==> config.mk <==
export PLATFORM = sky130hd
export DESIGN_NAME = bbl_queue
export DESIGN_NICKNAME = d
export VERILOG_FILES = /design/src/hdl/bbl_pkg.sv /design/src/hdl/bbl_queue.sv
export SDC_FILE = /design/constraint.sdc
export NUM_CORES = 1
export LEC_CHECK = 0
export ABC_AREA = 1
export ABC_CLOCK_PERIOD_IN_PS = 1300
export BUFFER_PORTS_ARGS = -buffer_cell sky130_fd_sc_hd__buf_2
export CAP_MARGIN = 20
export CORE_UTILIZATION = 40
export CTS_BUF_LIST = sky130_fd_sc_hd__clkbuf_8
export CTS_CLUSTER_SIZE = 16
export DETAILED_ROUTE_END_ITERATION = 10
export REMOVE_ABC_BUFFERS = 1
export SLEW_MARGIN = 15
export SYNTH_ARGS = -nofsm -noshare
export SYNTH_HDL_FRONTEND = slang
export SYNTH_SLANG_ARGS = --single-unit
==> constraint.sdc <==
create_clock -name i_clk -period 1.3 [get_ports i_clk]
set_input_delay 0.195 -clock i_clk [delete_from_list [all_inputs] [get_ports i_clk]]
set_output_delay 0.195 -clock i_clk [all_outputs]
set_load 0.03 [all_outputs]
==> src/hdl/bbl_pkg.sv <==
// ----------------------------------------------------------------------------
// bbl_pkg: shared types and constants for the 3x3 RGB box blur
// Pixel packing, queue sizing, command flags, register map and the
// divide-by-nine helper used by the back end.
// ----------------------------------------------------------------------------
package bbl_pkg;

    // Pixel packing: blue in [7:0], green in [15:8], red in [23:16]
    localparam int CH_W     = 8;
    localparam int NUM_CH   = 3;
    localparam int PIX_W    = CH_W * NUM_CH;
    localparam int COLSUM_W = 10;   // three 8-bit values
    localparam int SUM_W    = 12;   // nine 8-bit values

    // Truncating divide by nine: (s * 3641) >> 15 is exact for s <= 2295
    localparam logic [11:0] DIV9_MUL   = 12'd3641;
    localparam int          DIV9_SHIFT = 15;

    // Configuration registers
    localparam int          CFG_W        = 12;
    localparam logic [11:0] RESET_WIDTH  = 12'd640;
    localparam logic [11:0] RESET_HEIGHT = 12'd480;
    localparam logic        REG_FRAME_WIDTH  = 1'b0;
    localparam logic        REG_FRAME_HEIGHT = 1'b1;

    // Request kinds
    localparam logic MODE_PIXEL = 1'b0;
    localparam logic MODE_FLUSH = 1'b1;

    // Command queue between front and back
    localparam int QUEUE_DEPTH = 4;
    localparam int QPTR_W      = 2;

    // Classification of one queued command
    typedef struct packed {
        logic is_pixel;  // pixel: update line stores and window
        logic emit;      // produces a result
        logic interior;  // result is the 3x3 mean
        logic last;      // final result of the frame
        logic rd_lower;  // flush: take the lower line store entry
    } t_cmd_flags;

    localparam int FLAGS_W = $bits(t_cmd_flags);

    function automatic logic [CH_W-1:0] div9(input logic [SUM_W-1:0] sum);
        logic [23:0] prod;
        prod = 24'(sum) * 24'(DIV9_MUL);
        return prod[DIV9_SHIFT +: CH_W];
    endfunction

endpackage

==> src/hdl/bbl_queue.sv <==
// ----------------------------------------------------------------------------
// bbl_queue: short command queue between front and back
// Four-entry FIFO of packed commands; head is read combinationally.
// ----------------------------------------------------------------------------
module bbl_queue #(
    parameter int DW = 8
) (
    input  logic          i_clk,
    input  logic          i_rst_n,
    input  logic          i_push,
    input  logic [DW-1:0] i_data,
    input  logic          i_pop,
    output logic [DW-1:0] o_head,
    output logic          o_full,
    output logic          o_empty
);

    logic [DW-1:0]              r_mem [bbl_pkg::QUEUE_DEPTH];
    logic [bbl_pkg::QPTR_W-1:0] r_wr_ptr, r_rd_ptr;
    logic [bbl_pkg::QPTR_W:0]   r_count;

    assign o_full  = r_count == (bbl_pkg::QPTR_W + 1)'(bbl_pkg::QUEUE_DEPTH);
    assign o_empty = r_count == '0;
    assign o_head  = r_mem[r_rd_ptr];

    // Storage
    always_ff @(posedge i_clk) begin
        if (i_push) begin
            r_mem[r_wr_ptr] <= i_data;
        end
    end

    // Pointers and fill level
    always_ff @(posedge i_clk) begin
        if (!i_rst_n) begin
            r_wr_ptr <= '0;
            r_rd_ptr <= '0;
            r_count  <= '0;
        end else begin
            if (i_push) begin
                r_wr_ptr <= r_wr_ptr + bbl_pkg::QPTR_W'(1);
            end
            if (i_pop) begin
                r_rd_ptr <= r_rd_ptr + bbl_pkg::QPTR_W'(1);
            end
            case ({i_push, i_pop})
                2'b10:   r_count <= r_count + (bbl_pkg::QPTR_W + 1)'(1);
                2'b01:   r_count <= r_count - (bbl_pkg::QPTR_W + 1)'(1);
                default: r_count <= r_count;
            endcase
        end
    end

endmodule

=== Word level (Yosys, flattened, before mapping) ===
Memory sizes are Yosys's and may differ from the RTL's. A register that Yosys moved wholly into a read port is not among the register bits.
Index checks and enable logic that the tools add are counted.

* Latch bits: 0
* Memories kept: 1
* Memory bits (writable): 32
* Input bits: 12
* Bits in registers: 7
* Bits in read-only memories: 0

* Shift-type cells: 0
* Bitwise gates (word level): 0
* Reductions and logical operators: 2
* Muxes and demuxes: 5
* Add/subtract/negate cells: 4
* Equal/unequal tests: 3
* Div/mod/pow operators: 0
* $lt $le $gt $ge: 0
* $mul: 0

{| class="wikitable"
|+ Memories
! memory !! depth !! bits a word !! rd ports !! clocked after Yosys merged registers in !! write ports !! line !! text
|-
| r_mem || 4 || 8 || 1 || 1 || 1 || bbl_queue.sv:18 || <nowiki>logic [DW-1:0] r_mem [bbl_pkg::QUEUE_DEPTH];</nowiki>
|}

{| class="wikitable"
|+ Operators with widths
! cell !! number
|-
| $pmux W3 S2 || 1
|-
| $add A2 B1 Y2 const B || 2
|-
| $mux W2 || 2
|-
| $add A3 B1 Y3 const B || 1
|-
| $eq A3 B3 Y1 const B || 1
|-
| $logic_not A3 Y1 || 1
|-
| $sub A3 B1 Y3 const B || 1
|-
| $eq A2 B1 Y1 const B || 1
|-
| $eq A2 B2 Y1 const B || 1
|-
| $mux W1 || 2
|-
| $reduce_bool A2 Y1 || 1
|}

=== Logic depth before layout (Yosys ltp) ===
Gate-level depths: netlist of the first run.

* Depth after elaboration: 3
* Depth in mapped cells: 10
* Gate-level depth less buffers: 10

=== Worst setup path after synthesis of the first run ===
OpenSTA, ideal clock, no wires.

* Path kind: reg-to-output
* From: register with a tool-made name
* To: output port o_head[1]
* Required time: 1,105 ps
* Cell stages (with the launch flop): 5
* Data arrival time: 1,133 ps
* Setup slack: -28 ps
* Buffers on the path: 1
* Cells stage by stage: dfxtp_1 > inv_2 > buf_6 > nor2_1 > o22ai_1

{| class="wikitable"
|+ RTL lines
! item !! line !! text
|-
| end: declaration || bbl_queue.sv:13 || <nowiki>output logic [DW-1:0] o_head,</nowiki>
|}

==> results of run 1 <==
-- flip-flops by register name, summed over array words and instances, names as in the netlist, named ones only --
signal and count:
r_wr_ptr 2, r_mem 32, r_rd_ptr 2, r_count 3
-- report_power, final --
group          switching, mW  internal (mW)  leakage, nW
Sequential            0.0354           1.48        0.370
Combinational          0.280          0.196        0.458
Clock                  0.416          0.361       0.0505
Total                  0.731           2.04        0.878
-- routing by layer --
layer  global-route usage (%)  share of wire (%)  up-vias
met3                     5.69                5.3        5
met2                     22.3                 45       31
li1                         -                  -      555
met5                        0                  0        -
met1                     21.5                 48      529
met4                     8.70                2.1        0
-- area by class of cell --
class / instances / area share [%]
clock buffers: 5 / 3.23
clock inverters: 3 / 0.588
inverters: 17 / 3.23
multi-input cells: 73 / 21.6
flip-flops and latches: 41 / 54.1
well taps: 48 / 2.82
repair buffers: 40 / 14.5
-- cell families (layout without fill, tap and decap cells) --
group,Yosys count,in the layout
compound gates,35,35
fa+ha+maj,6,6
buf+inv,19,65
flops,41,41
simple gates,32,32
-- layout by cell type, fill, tap and decap left out, types with 2 or more instances in the layout --
| master | synthesis | final |
|---|---|---|
| inv_4 | 0 | 2 |
| nor2_2 | 2 | 5 |
| inv_1 | 16 | 16 |
| nand2_1 | 9 | 9 |
| nor2_1 | 17 | 14 |
| dfxtp_2 | 0 | 2 |
| ha_1 | 5 | 5 |
| edfxtp_1 | 32 | 32 |
| dfxtp_4 | 0 | 2 |
| nor3_1 | 2 | 2 |
| buf_2 | 0 | 12 |
| o21ai_1 | 2 | 4 |
| o21ai_2 | 2 | 10 |
| o22ai_2 | 0 | 2 |
| buf_6 | 2 | 7 |
| o22ai_1 | 8 | 6 |
| a21oi_1 | 5 | 5 |
| buf_4 | 0 | 20 |
| dfxtp_1 | 9 | 5 |
| o21ai_0 | 18 | 8 |
| clkbuf_8 | 0 | 5 |
-- worst max-delay path, cell delays in order, from the launching register on --
cell	delay, ns
dfxtp_4	0.37
buf_6	0.14
o21ai_0	0.18
o22ai_1	0.10
buf_4	0.17
-- timing repair --
action	in CTS	in global routing
buffers inserted	0	1
gates resized for setup	27	23
endpoints found under the setup margin	9	10
pin swaps	4	4
-- worst paths after layout --
check / endpoint / startpoint
setup reg to reg: r_count[2] / r_count[0]
hold reg to reg: flop / r_rd_ptr[1]
hold / removal: r_mem[3][7] / i_data[7]
setup / recovery: o_head[2] / flop
==> flow_metrics.py, run 1 <==
metrics = {
    "run_status": {
        "status": "finished with violations",
        "violations": "setup timing",
    },
    "cells_and_area": {
        "layout-drive-gt1-share_pct": 39.7,
        "regArea_um2": 1150,
        "finalNetCount": 196,
        "finalInstanceArea_um2": 2130,
        "stdcell_count": 227,
        "fillers": 334,
        "area_growth_pct": 30.3,
        "antenna_cells": 0,
        "final_core_utilization_pct": 56.1,
        "multi_input_comb_area_um2": 459,
    },
    "synth": {
        "synth_top_family_by_area": "compound AO/OA/AOI/OAI gates",
        "synth_top_area_share_pct": 58.8,
        "synth_compound_area_share_pct": 11.8,
        "yosysMostFrequentCell": "edfxtp_1",
        "syn_area_um2": 1630,
        "syn_area_per_cell_um2": 12.3,
        "synth-simple-area-share_pct": 8.04,
        "synthCells": 133,
        "synth_xor_area_share_pct": 0,
        "async_flop_share_pct": 0,
        "yosysSeqAreaShare_pct": 69.8,
        "ys_warn_count": 0,
        "ys_seq_elements": 41,
        "yosys-mux-area-fraction_pct": 0,
        "yosys.area.top_type": "edfxtp_1",
        "synth_area_leaders": "edfxtp_1 59%, dfxtp_1 11%, o21ai_0 5.5%",
        "synthFlopType": "edfxtp_1",
        "synth_edf_count": 32,
        "synth.distinct_cells": 18,
        "synthAdderAreaFrac_pct": 5.05,
        "synth_commonest_cells": "32 x edfxtp_1, 18 x o21ai_0, 17 x nor2_1",
    },
    "critical_path": {
        "end_kind": "output pin",
        "critPathArrivalTime_ns": 1.24,
        "worst_r2r_path_depth": 7,
        "start_kind": "flop",
        "worstPathMaxFanout": 8,
        "r2r_setup_slack_ns": 0.07,
        "crit_type": "reg -> out",
        "crit_required_ns": 1.11,
    },
    "timing": {
        "finClkSkew_ns": 0.00357,
        "maxSlewViolCount": 0,
        "tightestPinTransition_ns": 0.220,
        "fin_tns_setup_ns": -0.919,
        "period_minus_slack_ns": 1.44,
        "relSlewSlack_pct": 85.2,
        "hold_viol_final": 0,
        "setup_viol": 8,
        "timing.hold.ws_ns": 0.119,
        "fin_crit_sh_pct": 111,
        "timing.final.ws_setup_ns": -0.139,
        "rsz0062_at_grt": "yes",
        "fmax_mhz": 695,
    },
    "clocking": {
        "hold_buffers": 0,
        "cts_root_buf": "clkbuf_8",
        "numCtsBuffers": 5,
        "cts_buffer_depth": 2,
        "worst_skew_pair.late_latency_ns": 0.29,
        "cts_tree": "built",
        "clk_pin_slew_worst_paths_ns": 0.08,
        "htreeDepth": 2,
        "cts_sinks": 41,
    },
    "grt": {
        "grt_usage_pct": 16.0,
        "antenna_found_initial": 0,
        "grt_pass1_vias": 1028,
        "grt_max_degree": 13,
        "grt_pass1_wl_um": 4860,
        "grt-ovfl-total": 0,
    },
    "die": {
        "boundaryPins": 22,
        "row_count": 22,
        "die_area_um2": 4340,
        "die_height_um": 65.9,
        "die-width_um": 65.9,
        "core_um2": 3800,
        "initial_core_util_pct": 43.0,
    },
    "route": {
        "wire_per_inst_um": 13.1,
        "wl_um": 2980,
        "drtIter0Drc": 45,
        "num_vias": 1120,
        "drc": 0,
        "routed_via_density": 4.93,
        "drtPass1Iterations": 4,
        "ant_nets": 0,
    },
    "hold_path": {
        "whs_path_depth": 1,
        "min_path_type": "in -> reg",
    },
    "job": {
        "drv_cap": 0,
    },
    "place": {
        "port_buffers": 21,
        "dp_cells": 218,
        "dp_slack_ns": -0.162,
        "placed_cell_area_um2": 1920,
        "hpwlAfterDp_um": 2100,
        "gp_congestion": 0.829,
    },
    "power": {
        "power-per-cell-area_nw_per_um2": 1300,
        "leakage_nw": 0.878,
        "ir_drop_uv": 971,
        "total_power_mw": 2.77,
    },
}
Note: power is estimated with default switching activity, not from simulation.
==> inputs of run 2 (changes only) <==
--- a/constraint.sdc
+++ b/constraint.sdc
@@ -3,2 +3,2 @@
 set_output_delay 0.195 -clock i_clk [all_outputs]
-set_load 0.03 [all_outputs]
+set_load 0.05 [all_outputs]
==> flow_metrics.py, run 2 (synthesis gave the netlist of run 1 again) <==
metrics = {
    "job": {
        "drv_cap": 0,
    },
    "power": {
        "leakage_nw": 0.887,
        "ir_drop_uv": 751,
        "total_power_mw": 2.83,
        "power-per-cell-area_nw_per_um2": 1320,
    },
    "grt": {
        "grt_max_degree": 13,
        "use_met2_pct": 24.5,
        "busiest_layer": "met2",
        "grt_pass1_vias": 1026,
        "met3_usage_pct": 5.34,
        "grt-ovfl-total": 0,
        "grt_usage_pct": 15.9,
        "grt_pass1_wl_um": 4800,
        "antenna_found_initial": 0,
        "grtUsageMet1_pct": 19.6,
    },
    "place": {
        "port_buffers": 21,
        "dp_cells": 219,
        "dp_slack_ns": -0.169,
        "hpwlAfterDp_um": 2250,
        "gp_congestion": 0.835,
        "placed_cell_area_um2": 1930,
    },
    "route": {
        "routed_via_density": 4.85,
        "drc": 0,
        "ant_nets": 0,
        "num_vias": 1105,
        "drtPass1Iterations": 4,
        "drtIter0Drc": 28,
        "wire_per_inst_um": 13.6,
        "wl_um": 3100,
    },
    "critical_path": {
        "worstPathMaxFanout": 5,
        "crit_type": "reg -> out",
        "path_delay_family": "buffers and inverters",
        "cp.depth": 5,
        "start_kind": "flop",
        "end_kind": "output pin",
        "worst_r2r_path_depth": 8,
        "cp_cell_sequence": "inv_6 -> clkbuf_16 -> nor2_2 -> o22ai_1 -> buf_4",
        "r2r_setup_slack_ns": 0.09,
        "slowest_stage": "dfxtp_4",
        "critPathArrivalTime_ns": 1.29,
        "cp_num_buf_inv": 3,
        "crit_required_ns": 1.11,
        "cpPeakStageDelay_ns": 0.38,
    },
    "cells_and_area": {
        "finalInstanceArea_um2": 2150,
        "antenna_cells": 0,
        "final_cell_mix": "32 x edfxtp_1, 23 x buf_4, 14 x inv_1, 14 x nor2_1, 11 x buf_2",
        "layout-drive-gt1-share_pct": 38.9,
        "reg_top3": "r_mem: 32 flops, r_count: 3 flops",
        "regMostFlops": "r_mem",
        "finalNetCount": 198,
        "largest_reg_flops": 32,
        "stdcell_count": 228,
        "final_common_cell": "edfxtp_1",
        "final_core_utilization_pct": 56.5,
        "area_growth_pct": 31.4,
    },
    "timing": {
        "timing.hold.ws_ns": 0.122,
        "finClkSkew_ns": 0.00552,
        "fmax_mhz": 673,
        "rsz0062_at_grt": "yes",
        "timing.final.ws_setup_ns": -0.186,
        "tightestPinTransition_ns": 0.232,
        "hold_viol_final": 0,
        "relSlewSlack_pct": 84.4,
        "setup_viol": 8,
        "maxSlewViolCount": 0,
        "fin_tns_setup_ns": -1.31,
        "fin_crit_sh_pct": 114,
        "period_minus_slack_ns": 1.49,
    },
    "hold_path": {
        "whs_path_depth": 1,
        "min_path_type": "in -> reg",
    },
    "clocking": {
        "clk_pin_slew_worst_paths_ns": 0.07,
        "cts_tree": "built",
        "worst_skew_pair.late_latency_ns": 0.29,
        "numCtsBuffers": 5,
        "cts_buffer_depth": 2,
        "cts_root_buf": "clkbuf_8",
        "htreeDepth": 2,
        "cts_sinks": 41,
    },
    "die": {
        "boundaryPins": 22,
        "die_area_um2": 4340,
        "die_height_um": 65.9,
        "core_um2": 3800,
        "row_count": 22,
        "initial_core_util_pct": 43.0,
        "die-width_um": 65.9,
    },
    "run_status": {
        "violations": "setup timing",
        "status": "finished with violations",
    },
}
## run 2: what timing repair did
| action | in CTS | in global routing |
|---|---|---|
| hold buffers | 0 | 0 |
| pin swaps | 1 | 8 |
| gates resized for setup | 28 | 22 |
| cloned | 0 | 1 |
| setup buffers | 0 | 1 |
| setup endpoints to repair | 11 | 10 |
## run 2: final timing paths
kind	endpoint	from
min	r_mem[2][1]	i_data[1]
max reg2reg	r_count[2]	r_count[0]
max	o_head[4]	flop
min reg2reg	flop	r_rd_ptr[1]
## run 2: final cells by class
| type | count | area, um^2 |
|---|---|---|
| Clock inverter | 2 | 8.76 |
| Tap cell | 48 | 60.1 |
| Multi-Input combinational cell | 73 | 445 |
| Clock buffer | 5 | 68.8 |
| Inverter | 17 | 68.8 |
| Timing Repair Buffer | 42 | 340 |
| Sequential cell | 41 | 1150 |
| Fill cell | 324 | 1650 |
## run 2: metal layers
metal	vias to the layer above	wire, um
met5	-	0
met4	0	55
met2	21	1510
met1	521	1400
met3	7	134
li1	556	-
## run 2: power by group
group,internal (mW),total (mW),switching (mW)
logic,0.214,0.562,0.348
registers,1.48,1.53,0.0417
clock network,0.356,0.745,0.389
total,2.06,2.83,0.778
