==> config.mk <==
export PLATFORM = sky130hd
export DESIGN_NAME = bbl_front
export DESIGN_NICKNAME = d
export VERILOG_FILES = /design/src/hdl/bbl_pkg.sv /design/src/hdl/bbl_front.sv
export SDC_FILE = /design/constraint.sdc
export NUM_CORES = 1
export LEC_CHECK = 0
export BUFFER_PORTS_ARGS = -buffer_cell sky130_fd_sc_hd__buf_2
export CORE_ASPECT_RATIO = 2
export CORE_MARGIN = 3
export CORE_UTILIZATION = 45
export CTS_CLUSTER_SIZE = 12
export DETAILED_ROUTE_END_ITERATION = 12
export PLACE_DENSITY = 0.68
export SLEW_MARGIN = 5
export SYNTH_ARGS = -nofsm -noshare
export SYNTH_HDL_FRONTEND = slang
export SYNTH_SLANG_ARGS = --single-unit
export TNS_END_PERCENT = 20
==> constraint.sdc <==
create_clock -name i_clk -period 2.8 [get_ports i_clk]
set_clock_uncertainty 0.2 [all_clocks]
set_input_delay 0.14 -clock i_clk [delete_from_list [all_inputs] [get_ports i_clk]]
set_output_delay 0.14 -clock i_clk [all_outputs]
set_load 0.01 [all_outputs]
==> src/hdl/bbl_pkg.sv <==
// ----------------------------------------------------------------------------
// bbl_pkg: shared types and constants for the 3x3 RGB box blur
// Pixel packing, queue sizing, command flags, register map and the
// divide-by-nine helper used by the back end.
// ----------------------------------------------------------------------------
package bbl_pkg;

    // Pixel packing: blue in [7:0], green in [15:8], red in [23:16]
    localparam int CH_W     = 8;
    localparam int NUM_CH   = 3;
    localparam int PIX_W    = CH_W * NUM_CH;
    localparam int COLSUM_W = 10;   // three 8-bit values
    localparam int SUM_W    = 12;   // nine 8-bit values

    // Truncating divide by nine: (s * 3641) >> 15 is exact for s <= 2295
    localparam logic [11:0] DIV9_MUL   = 12'd3641;
    localparam int          DIV9_SHIFT = 15;

    // Configuration registers
    localparam int          CFG_W        = 12;
    localparam logic [11:0] RESET_WIDTH  = 12'd640;
    localparam logic [11:0] RESET_HEIGHT = 12'd480;
    localparam logic        REG_FRAME_WIDTH  = 1'b0;
    localparam logic        REG_FRAME_HEIGHT = 1'b1;

    // Request kinds
    localparam logic MODE_PIXEL = 1'b0;
    localparam logic MODE_FLUSH = 1'b1;

    // Command queue between front and back
    localparam int QUEUE_DEPTH = 4;
    localparam int QPTR_W      = 2;

    // Classification of one queued command
    typedef struct packed {
        logic is_pixel;  // pixel: update line stores and window
        logic emit;      // produces a result
        logic interior;  // result is the 3x3 mean
        logic last;      // final result of the frame
        logic rd_lower;  // flush: take the lower line store entry
    } t_cmd_flags;

    localparam int FLAGS_W = $bits(t_cmd_flags);

    function automatic logic [CH_W-1:0] div9(input logic [SUM_W-1:0] sum);
        logic [23:0] prod;
        prod = 24'(sum) * 24'(DIV9_MUL);
        return prod[DIV9_SHIFT +: CH_W];
    endfunction

endpackage

==> src/hdl/bbl_front.sv <==
// ----------------------------------------------------------------------------
// bbl_front: request classification and frame position tracking
// Holds the frame size registers, tracks input and output raster positions
// and turns every accepted request into a queued command (or drops it).
// ----------------------------------------------------------------------------
module bbl_front #(
    parameter int MAX_WIDTH  = 2048,
    parameter int MAX_HEIGHT = 2048,
    localparam int AW = $clog2(MAX_WIDTH)
) (
    input  logic                    i_clk,
    input  logic                    i_rst_n,
    // configuration
    input  logic                    i_cfg_wr,
    input  logic                    i_cfg_sel,
    input  logic [31:0]             i_cfg_wdata,
    output logic [31:0]             o_cfg_rdata,
    // incoming request
    input  logic                    i_accept,
    input  logic                    i_mode,
    input  logic [bbl_pkg::PIX_W-1:0] i_px,
    // command push
    output logic                    o_push,
    output bbl_pkg::t_cmd_flags     o_flags,
    output logic [AW-1:0]           o_addr,
    output logic [bbl_pkg::PIX_W-1:0] o_px
);

    localparam int WW = $clog2(MAX_WIDTH + 1);
    localparam int HW = $clog2(MAX_HEIGHT + 1);

    function automatic logic [31:0] clamp_dim(input logic [11:0] v, input logic [31:0] maxv);
        logic [31:0] r;
        r = {20'd0, v};
        if (v == 12'd0) begin
            r = 32'd1;
        end else if (r > maxv) begin
            r = maxv;
        end
        return r;
    endfunction

    logic [bbl_pkg::CFG_W-1:0] r_cfg_w, r_cfg_h;
    logic [WW-1:0]             r_w;
    logic [HW-1:0]             r_h;
    logic [HW-1:0]             r_in_row, n_in_row;
    logic [AW-1:0]             r_in_col, n_in_col;
    logic [HW-1:0]             r_out_row, n_out_row;
    logic [AW-1:0]             r_out_col, n_out_col;

    logic in_col_last, out_col_last, out_row_last;
    logic primed, interior, row_done, out_done;

    // Readback
    always_comb begin
        case (i_cfg_sel)
            bbl_pkg::REG_FRAME_WIDTH:  o_cfg_rdata = {20'd0, r_cfg_w};
            bbl_pkg::REG_FRAME_HEIGHT: o_cfg_rdata = {20'd0, r_cfg_h};
            default:                   o_cfg_rdata = 32'd0;
        endcase
    end

    // Position flags
    assign in_col_last  = (WW'(r_in_col) + WW'(1)) == r_w;
    assign out_col_last = (WW'(r_out_col) + WW'(1)) == r_w;
    assign out_row_last = (r_out_row + HW'(1)) == r_h;
    assign primed   = (r_in_row >= HW'(2)) || ((r_in_row == HW'(1)) && (r_in_col != '0));
    assign interior = (r_out_row != '0) && !out_row_last && (r_out_col != '0) && !out_col_last;
    assign row_done = r_in_row >= r_h;
    assign out_done = r_out_row >= r_h;

    // Classification and next positions
    always_comb begin
        n_in_row  = r_in_row;
        n_in_col  = r_in_col;
        n_out_row = r_out_row;
        n_out_col = r_out_col;
        o_push    = 1'b0;
        o_flags   = '0;
        o_addr    = r_in_col;
        o_px      = i_px;

        if (i_cfg_wr) begin
            n_in_row  = '0;
            n_in_col  = '0;
            n_out_row = '0;
            n_out_col = '0;
        end else if (i_accept) begin
            if (i_mode == bbl_pkg::MODE_PIXEL) begin
                if (!row_done) begin
                    o_push           = 1'b1;
                    o_flags.is_pixel = 1'b1;
                    o_flags.emit     = primed;
                    o_flags.interior = interior;
                    o_addr           = r_in_col;
                    if (in_col_last) begin
                        n_in_col = '0;
                        n_in_row = r_in_row + HW'(1);
                    end else begin
                        n_in_col = r_in_col + AW'(1);
                    end
                    if (primed) begin
                        if (out_col_last) begin
                            n_out_col = '0;
                            n_out_row = r_out_row + HW'(1);
                        end else begin
                            n_out_col = r_out_col + AW'(1);
                        end
                    end
                end
            end else begin
                // flush: drain one pending result once the frame is in
                if (row_done) begin
                    if (out_done) begin
                        n_in_row  = '0;
                        n_in_col  = '0;
                        n_out_row = '0;
                        n_out_col = '0;
                    end else begin
                        o_push           = 1'b1;
                        o_flags.emit     = 1'b1;
                        o_flags.rd_lower = out_row_last;
                        o_flags.last     = out_row_last && out_col_last;
                        o_addr           = r_out_col;
                        if (out_row_last && out_col_last) begin
                            n_in_row  = '0;
                            n_in_col  = '0;
                            n_out_row = '0;
                            n_out_col = '0;
                        end else if (out_col_last) begin
                            n_out_col = '0;
                            n_out_row = r_out_row + HW'(1);
                        end else begin
                            n_out_col = r_out_col + AW'(1);
                        end
                    end
                end
            end
        end
    end

    // Registers
    always_ff @(posedge i_clk) begin
        if (!i_rst_n) begin
            r_cfg_w   <= bbl_pkg::RESET_WIDTH;
            r_cfg_h   <= bbl_pkg::RESET_HEIGHT;
            r_w       <= WW'(clamp_dim(bbl_pkg::RESET_WIDTH, 32'(MAX_WIDTH)));
            r_h       <= HW'(clamp_dim(bbl_pkg::RESET_HEIGHT, 32'(MAX_HEIGHT)));
            r_in_row  <= '0;
            r_in_col  <= '0;
            r_out_row <= '0;
            r_out_col <= '0;
        end else begin
            if (i_cfg_wr) begin
                case (i_cfg_sel)
                    bbl_pkg::REG_FRAME_WIDTH: begin
                        r_cfg_w <= i_cfg_wdata[bbl_pkg::CFG_W-1:0];
                        r_w     <= WW'(clamp_dim(i_cfg_wdata[bbl_pkg::CFG_W-1:0],
                                                 32'(MAX_WIDTH)));
                    end
                    bbl_pkg::REG_FRAME_HEIGHT: begin
                        r_cfg_h <= i_cfg_wdata[bbl_pkg::CFG_W-1:0];
                        r_h     <= HW'(clamp_dim(i_cfg_wdata[bbl_pkg::CFG_W-1:0],
                                                 32'(MAX_HEIGHT)));
                    end
                    default: ;
                endcase
            end
            r_in_row  <= n_in_row;
            r_in_col  <= n_in_col;
            r_out_row <= n_out_row;
            r_out_col <= n_out_col;
        end
    end

endmodule

# ---- Word level (Yosys, flattened, before mapping)
# Cells that the tools add are included.
dict set report word_totals {
  register_bits 94
  latch_bits 0
  ram_bits 0
  rom_bits 0
  in_bits 62
  out_inout_bits 73
  word_cells 96
  n_memories 0
}
dict set report op_classes {
  add_sub_neg 6
  mul 0
  n_div 0
  n_lt_le_gt_ge 4
  n_eq_ne 7
  n_shift 0
  muxes 49
  bitwise_logic 2
  n_reduce_logical 20
}
# op count
set op_table {}
lappend op_table {{11-bit two-way mux} 18}
lappend op_table {{12-bit two-way mux} 15}
lappend op_table {{32-bit case mux with 2 select lines} 1}
lappend op_table {{12-bit == test} 3}
lappend op_table {{11-bit by 1-bit adder with 12-bit output (second input constant)} 2}
lappend op_table {{12-bit by 1-bit adder with 12-bit output (second input constant)} 2}
lappend op_table {{12-bit >= comparator} 2}
lappend op_table {{11-bit by 1-bit adder with 11-bit output (second input constant)} 2}
lappend op_table {{11-bit nonzero test} 2}
lappend op_table {{12-bit by 1-bit == test with 1-bit output (second input constant)} 1}
lappend op_table {{12-bit by 2-bit >= comparator with 1-bit output (second input constant)} 1}
lappend op_table {{12-bit greater-than comparator (second input constant)} 1}
lappend op_table {{12-bit zero test} 1}
lappend op_table {{12-bit nonzero test} 1}
lappend op_table {{5-bit two-way mux} 2}
lappend op_table {{1-bit two-way mux} 9}
lappend op_table {{4-bit AND reduction} 2}
lappend op_table {{2-bit two-way mux} 3}
lappend op_table {{1-bit logical AND} 5}
lappend op_table {{5-bit AND reduction} 1}
lappend op_table {{2-bit AND reduction} 2}
lappend op_table {{2-bit nonzero test} 2}
lappend op_table {{3-bit two-way mux} 1}
lappend op_table {{3-bit by 1-bit inequality test with 1-bit output (second input constant)} 1}
lappend op_table {{other kinds (6)} 8}

# ---- Logic depth before layout (Yosys ltp)
dict set report logic_depth {
  ltp_word 10
  mapped_depth 11
  mapped_depth_nobuf 9
}

# ---- Least setup slack after synthesis
# OpenSTA, ideal clock, no wires.
dict set report synth_timing {
  path_type {register to output}
  start {register r_out_row[0]}
  end {output port o_flags[1] in the netlist's numbering}
  t_arrival_ps 2603
  t_required_ps 2460
  setup_slack_ps -143
  path_stages_with_launch 11
  n_path_buf 2
  path_cell_list {dfxtp_1 > inv_1 > ha_1 > nand2b_1 > a21o_1 > a211oi_1 > o21bai_1 > or4_1 > clkbuf_1 > clkbuf_1 > nor3_1}
}
# item line
set synth_rtl {}
lappend synth_rtl {{start, declared} bbl_front.sv:48} ;# logic [HW-1:0] r_out_row, n_out_row;
lappend synth_rtl {{start signal, assigned} bbl_front.sv:171} ;# r_out_row <= n_out_row;
lappend synth_rtl {{end, declared} bbl_front.sv:24} ;# output bbl_pkg::t_cmd_flags o_flags,

# ---- Final worst setup path
dict set report layout_timing {
  start {register r_h[8]}
  end {output port o_addr[2]}
}
dict set report layout_via {
  elab_chain_cells 6
  word_cells_on_any_way 7
  classes_between {order compare: 2; mux: 5}
}
# item line
set layout_rtl {}
lappend layout_rtl {{start, declared} bbl_front.sv:45} ;# logic [HW-1:0] r_h;
lappend layout_rtl {{start signal, assigned} bbl_front.sv:148} ;# r_h <= HW'(clamp_dim(bbl_pkg::RESET_HEIGHT, 32'(MAX_HEIGHT)));
lappend layout_rtl {{start signal, assigned} bbl_front.sv:163} ;# r_h <= HW'(clamp_dim(i_cfg_wdata[bbl_pkg::CFG_W-1:0],
lappend layout_rtl {{12-bit >= comparator} bbl_front.sv:70} ;# assign out_done = r_out_row >= r_h;
lappend layout_rtl {{11-bit two-way mux} bbl_front.sv:114} ;# if (out_done) begin
lappend layout_rtl {{11-bit two-way mux *} bbl_front.sv:113} ;# if (row_done) begin
lappend layout_rtl {{11-bit two-way mux *} bbl_front.sv:89} ;# if (i_mode == bbl_pkg::MODE_PIXEL) begin
lappend layout_rtl {{11-bit two-way mux *} bbl_front.sv:88} ;# end else if (i_accept) begin
lappend layout_rtl {{11-bit two-way mux *} bbl_front.sv:83} ;# if (i_cfg_wr) begin
lappend layout_rtl {{end, declared} bbl_front.sv:25} ;# output logic [AW-1:0] o_addr,
# Every way passes the cells marked *; elsewhere a longest branch is shown, timed or not.

==> impl_results.md <==
- Area of the multi-input gates: 0.00450 mm2
- Post-synth top area share: 0.271
- Setup CP Type: flip-flop to output port
- Chip height: 182 um
- IO Port Bufs: 46
- Area of the mapped netlist: 0.00694 mm2
- Synth area leader: dfxtp_1
- Final max-slew violation count: 0
- IO Pins: 135
- Max clock buf depth: 2
- R2r worst-path depth: 10
- Setup crit start: r_h[8]
- Ys async rst share: 0
- Row count: 63
- Worst-Margin Slew: 529 ps
- Sequential fraction of the synthesis area: 0.271
- Clk slew on worst S/H paths: 70 ps
- Reg-to-Reg Start: r_out_row[1]
- First-pass GRT wire length: 33,600 um
- Setup slack after layout: -395 ps
- Vias/cell: 5.84
- Post-Synth Adder-Cell Area: 0.0624
- Leakage: 0.00329 uW
- Max-cap violations: 0
- Clock net sink count: 94
- Drt total wl: 21,000 um
- Final min period: 3200 ps
- WL per Instance: 18.2 um
- CTS root buf: clkbuf_16
- Overall Global Routing Usage: 0.248
- Max-slew headroom: 0.647
- Final HPWL DP: 15,700 um
- Reg2reg end: r_in_row[1]
- Final Hold Viols: 0
- Synth cell types: 85
- Skew-Pair Late Insertion Delay: 370 ps
- Diodes inserted: 0
- Die footprint: 0.0170 mm2
- Worst reg2reg setup slack: -100 ps
- Crit path to: o_addr[2]
- PwrDens: 357 mW/mm2
- Initial Util: 0.463
- Setup crit start kind: flip-flop
- Worst path required time: 2460 ps
- Synth Area in Simple Gates: 0.257
- Die W: 93.8 um
- Synth Area in Compound Gates: 0.214
- CTS tree: built
- DR DRC count: 0
- Core Util, Final: 0.566
- Number of synthesized flops with an enable pin: 0
- Largest net degree at the start of global routing: 42
- CTS Buf Count: 9
- Register area: 0.00190 mm2
- RePlAce Congestion: 0.934
- Core box area: 0.0150 mm2
- Post-synthesis mux area share: 0.0353
- Initial DRC Count: 359
- DR vias: 6,737
- Maximum vdd ir drop: 0.310 mV
- Layout area overhead: 22.2%
- Yosys reg bits: 94
- DRT antenna net count: 0
- Largest fanout on the critical path: 8
- First drt pass iteration count: 5
- Violated checks: setup timing
- Setup TNS Final: -5670 ps
- Nets: 1,049
- Most frequent cells in the layout: nand2_1, buf_4, dfxtp_1, buf_2, a21boi_0
- Period Utilization, post-route: 1.14
- Ratio of cells with drive above 1 in the final layout: 0.298
- Maximum clock rate: 313 MHz
- Worst hold path type: input pin to output port
- Yosys Warn Count: 0
- Initial antenna violation count: 0
- Synthesized area per cell: 8.24 um2
- Main flop type after synthesis: dfxtp_1
- Largest family of logic cells by synthesized area: simple AND/OR/NAND/NOR gates
- Filler Cell Count: 1,408
- Vias in the first global route: 6,629
- Synth area leaders: dfxtp_1, nand2_1, ha_1, buf_4, a21boi_0
- Post-Syn Instances: 842
- Run status: complete, but fails checks
- Crit end category: output port
- Most common cell after layout, fill and taps aside: nand2_1
- Final Setup Violations: 29
- Synth Area in XOR/XNOR: 0.0467
- RSZ-0062 raised after global routing: yes
- H-tree Lvls: 3
- CP Data Arrival Time: 2860 ps
- GRT overflow: 0
==> state kept, by name, summed over array words and instances, names as in the netlist <==
| register | flops |
|---|---|
| r_in_row | 12 |
| r_h | 12 |
| r_out_row | 12 |
| r_out_col | 11 |
| r_in_col | 11 |
| r_w | 12 |
| r_cfg_w | 12 |
| r_cfg_h | 12 |
==> critical path: stages, from the launching register on <==
cell and delay [ps]:
dfxtp_2 350, inv_2 60, ha_4 260, nand4_1 140, o21ai_2 170, o221ai_2 130
a21o_2 240, or4_4 550, buf_12 170, mux2_2 270, buf_2 140
==> repair_timing <==
| item | in CTS | in global routing |
|---|---|---|
| hold buffers | 13 | 0 |
| setup endpoints to repair | 42 | 62 |
| gates cloned | 1 | 0 |
| pin swaps | 17 | 10 |
| endpoints found under the hold margin | 41 | 0 |
| gates resized for setup | 41 | 20 |
| buffers inserted | 6 | 5 |
==> where the power goes <==
| group | internal (uW) | total [uW] | switching [uW] | leakage [uW] |
|---|---|---|---|---|
| logic | 168 | 392 | 224 | 0.00239 |
| registers | 1370 | 1400 | 28.7 | 0.000767 |
| clock network | 625 | 1240 | 615 | 0.000134 |
| total | 2160 | 3030 | 868 | 0.00329 |
==> layout make-up <==
class,count,share of cell area
multi-input cells,636,0.530
flip-flops and latches,94,0.224
repair buffers,183,0.169
well taps,195,0.0288
clock buffers,9,0.0266
inverters,30,0.0136
clock inverters,7,0.00767
==> through the flow <==
stage,setup WS [ps],power (uW),cell area (um2),instances,hold slack [ps]
2_1_floorplan,-10.4,1700,7020,861,64.0
3_5_place_dp,-83.0,1790,7720,1113,80.1
6_report,-395,3030,8480,1154,80.0
3_3_place_gp,-36.6,1780,7720,1113,80.1
5_1_grt,-478,3130,8480,1154,80.0
4_1_cts,-324,3030,8380,1149,80.1
==> metal layers <==
layer | global-route usage | up-vias | part of all wire
li1 | - | 3242 | -
met1 | 0.266 | 3168 | 0.36
met2 | 0.450 | 246 | 0.53
met3 | 0.0294 | 81 | 0.046
met4 | 0.150 | 0 | 0.061
met5 | 0 | - | 0
==> synthesized netlist by cell type, types with 10 or more instances <==
cell	instances
nand2_1	118
dfxtp_1	94
buf_4	51
a21boi_0	35
ha_1	33
clkbuf_1	30
inv_1	30
nor2_1	30
nand3_1	29
a21oi_1	26
xnor2_1	23
o21ai_0	21
mux2_2	20
nand4_1	17
nor4_1	17
a31oi_1	14
xor2_1	14
or4_1	13
a22oi_1	12
a311oi_1	12
buf_2	11
nand3b_1	11
a211oi_1	10
or3_1	10
==> worst min path at each step <==
stage,from,to,slack (ps),cells past startpoint
after floorplan,i_cfg_wdata[7],r_cfg_w[7],60,2
after CTS,i_px[14],o_px[14],80,0
final,i_px[0],o_px[0],80,0
after global routing,i_px[0],o_px[0],80,0
after global placement,i_px[14],o_px[14],80,0
after detailed placement,i_px[14],o_px[14],80,0
==> cell families after synthesis <==
logic type	Yosys count
AND/OR/NAND/NOR	322
other	1
XOR/XNOR	37
adder cells (fa/ha/maj)	35
buffers and inverters	131
AO/OA/AOI/OAI	200
multiplexers	22
flip-flops	94
(Power assumes the default switching activity.)
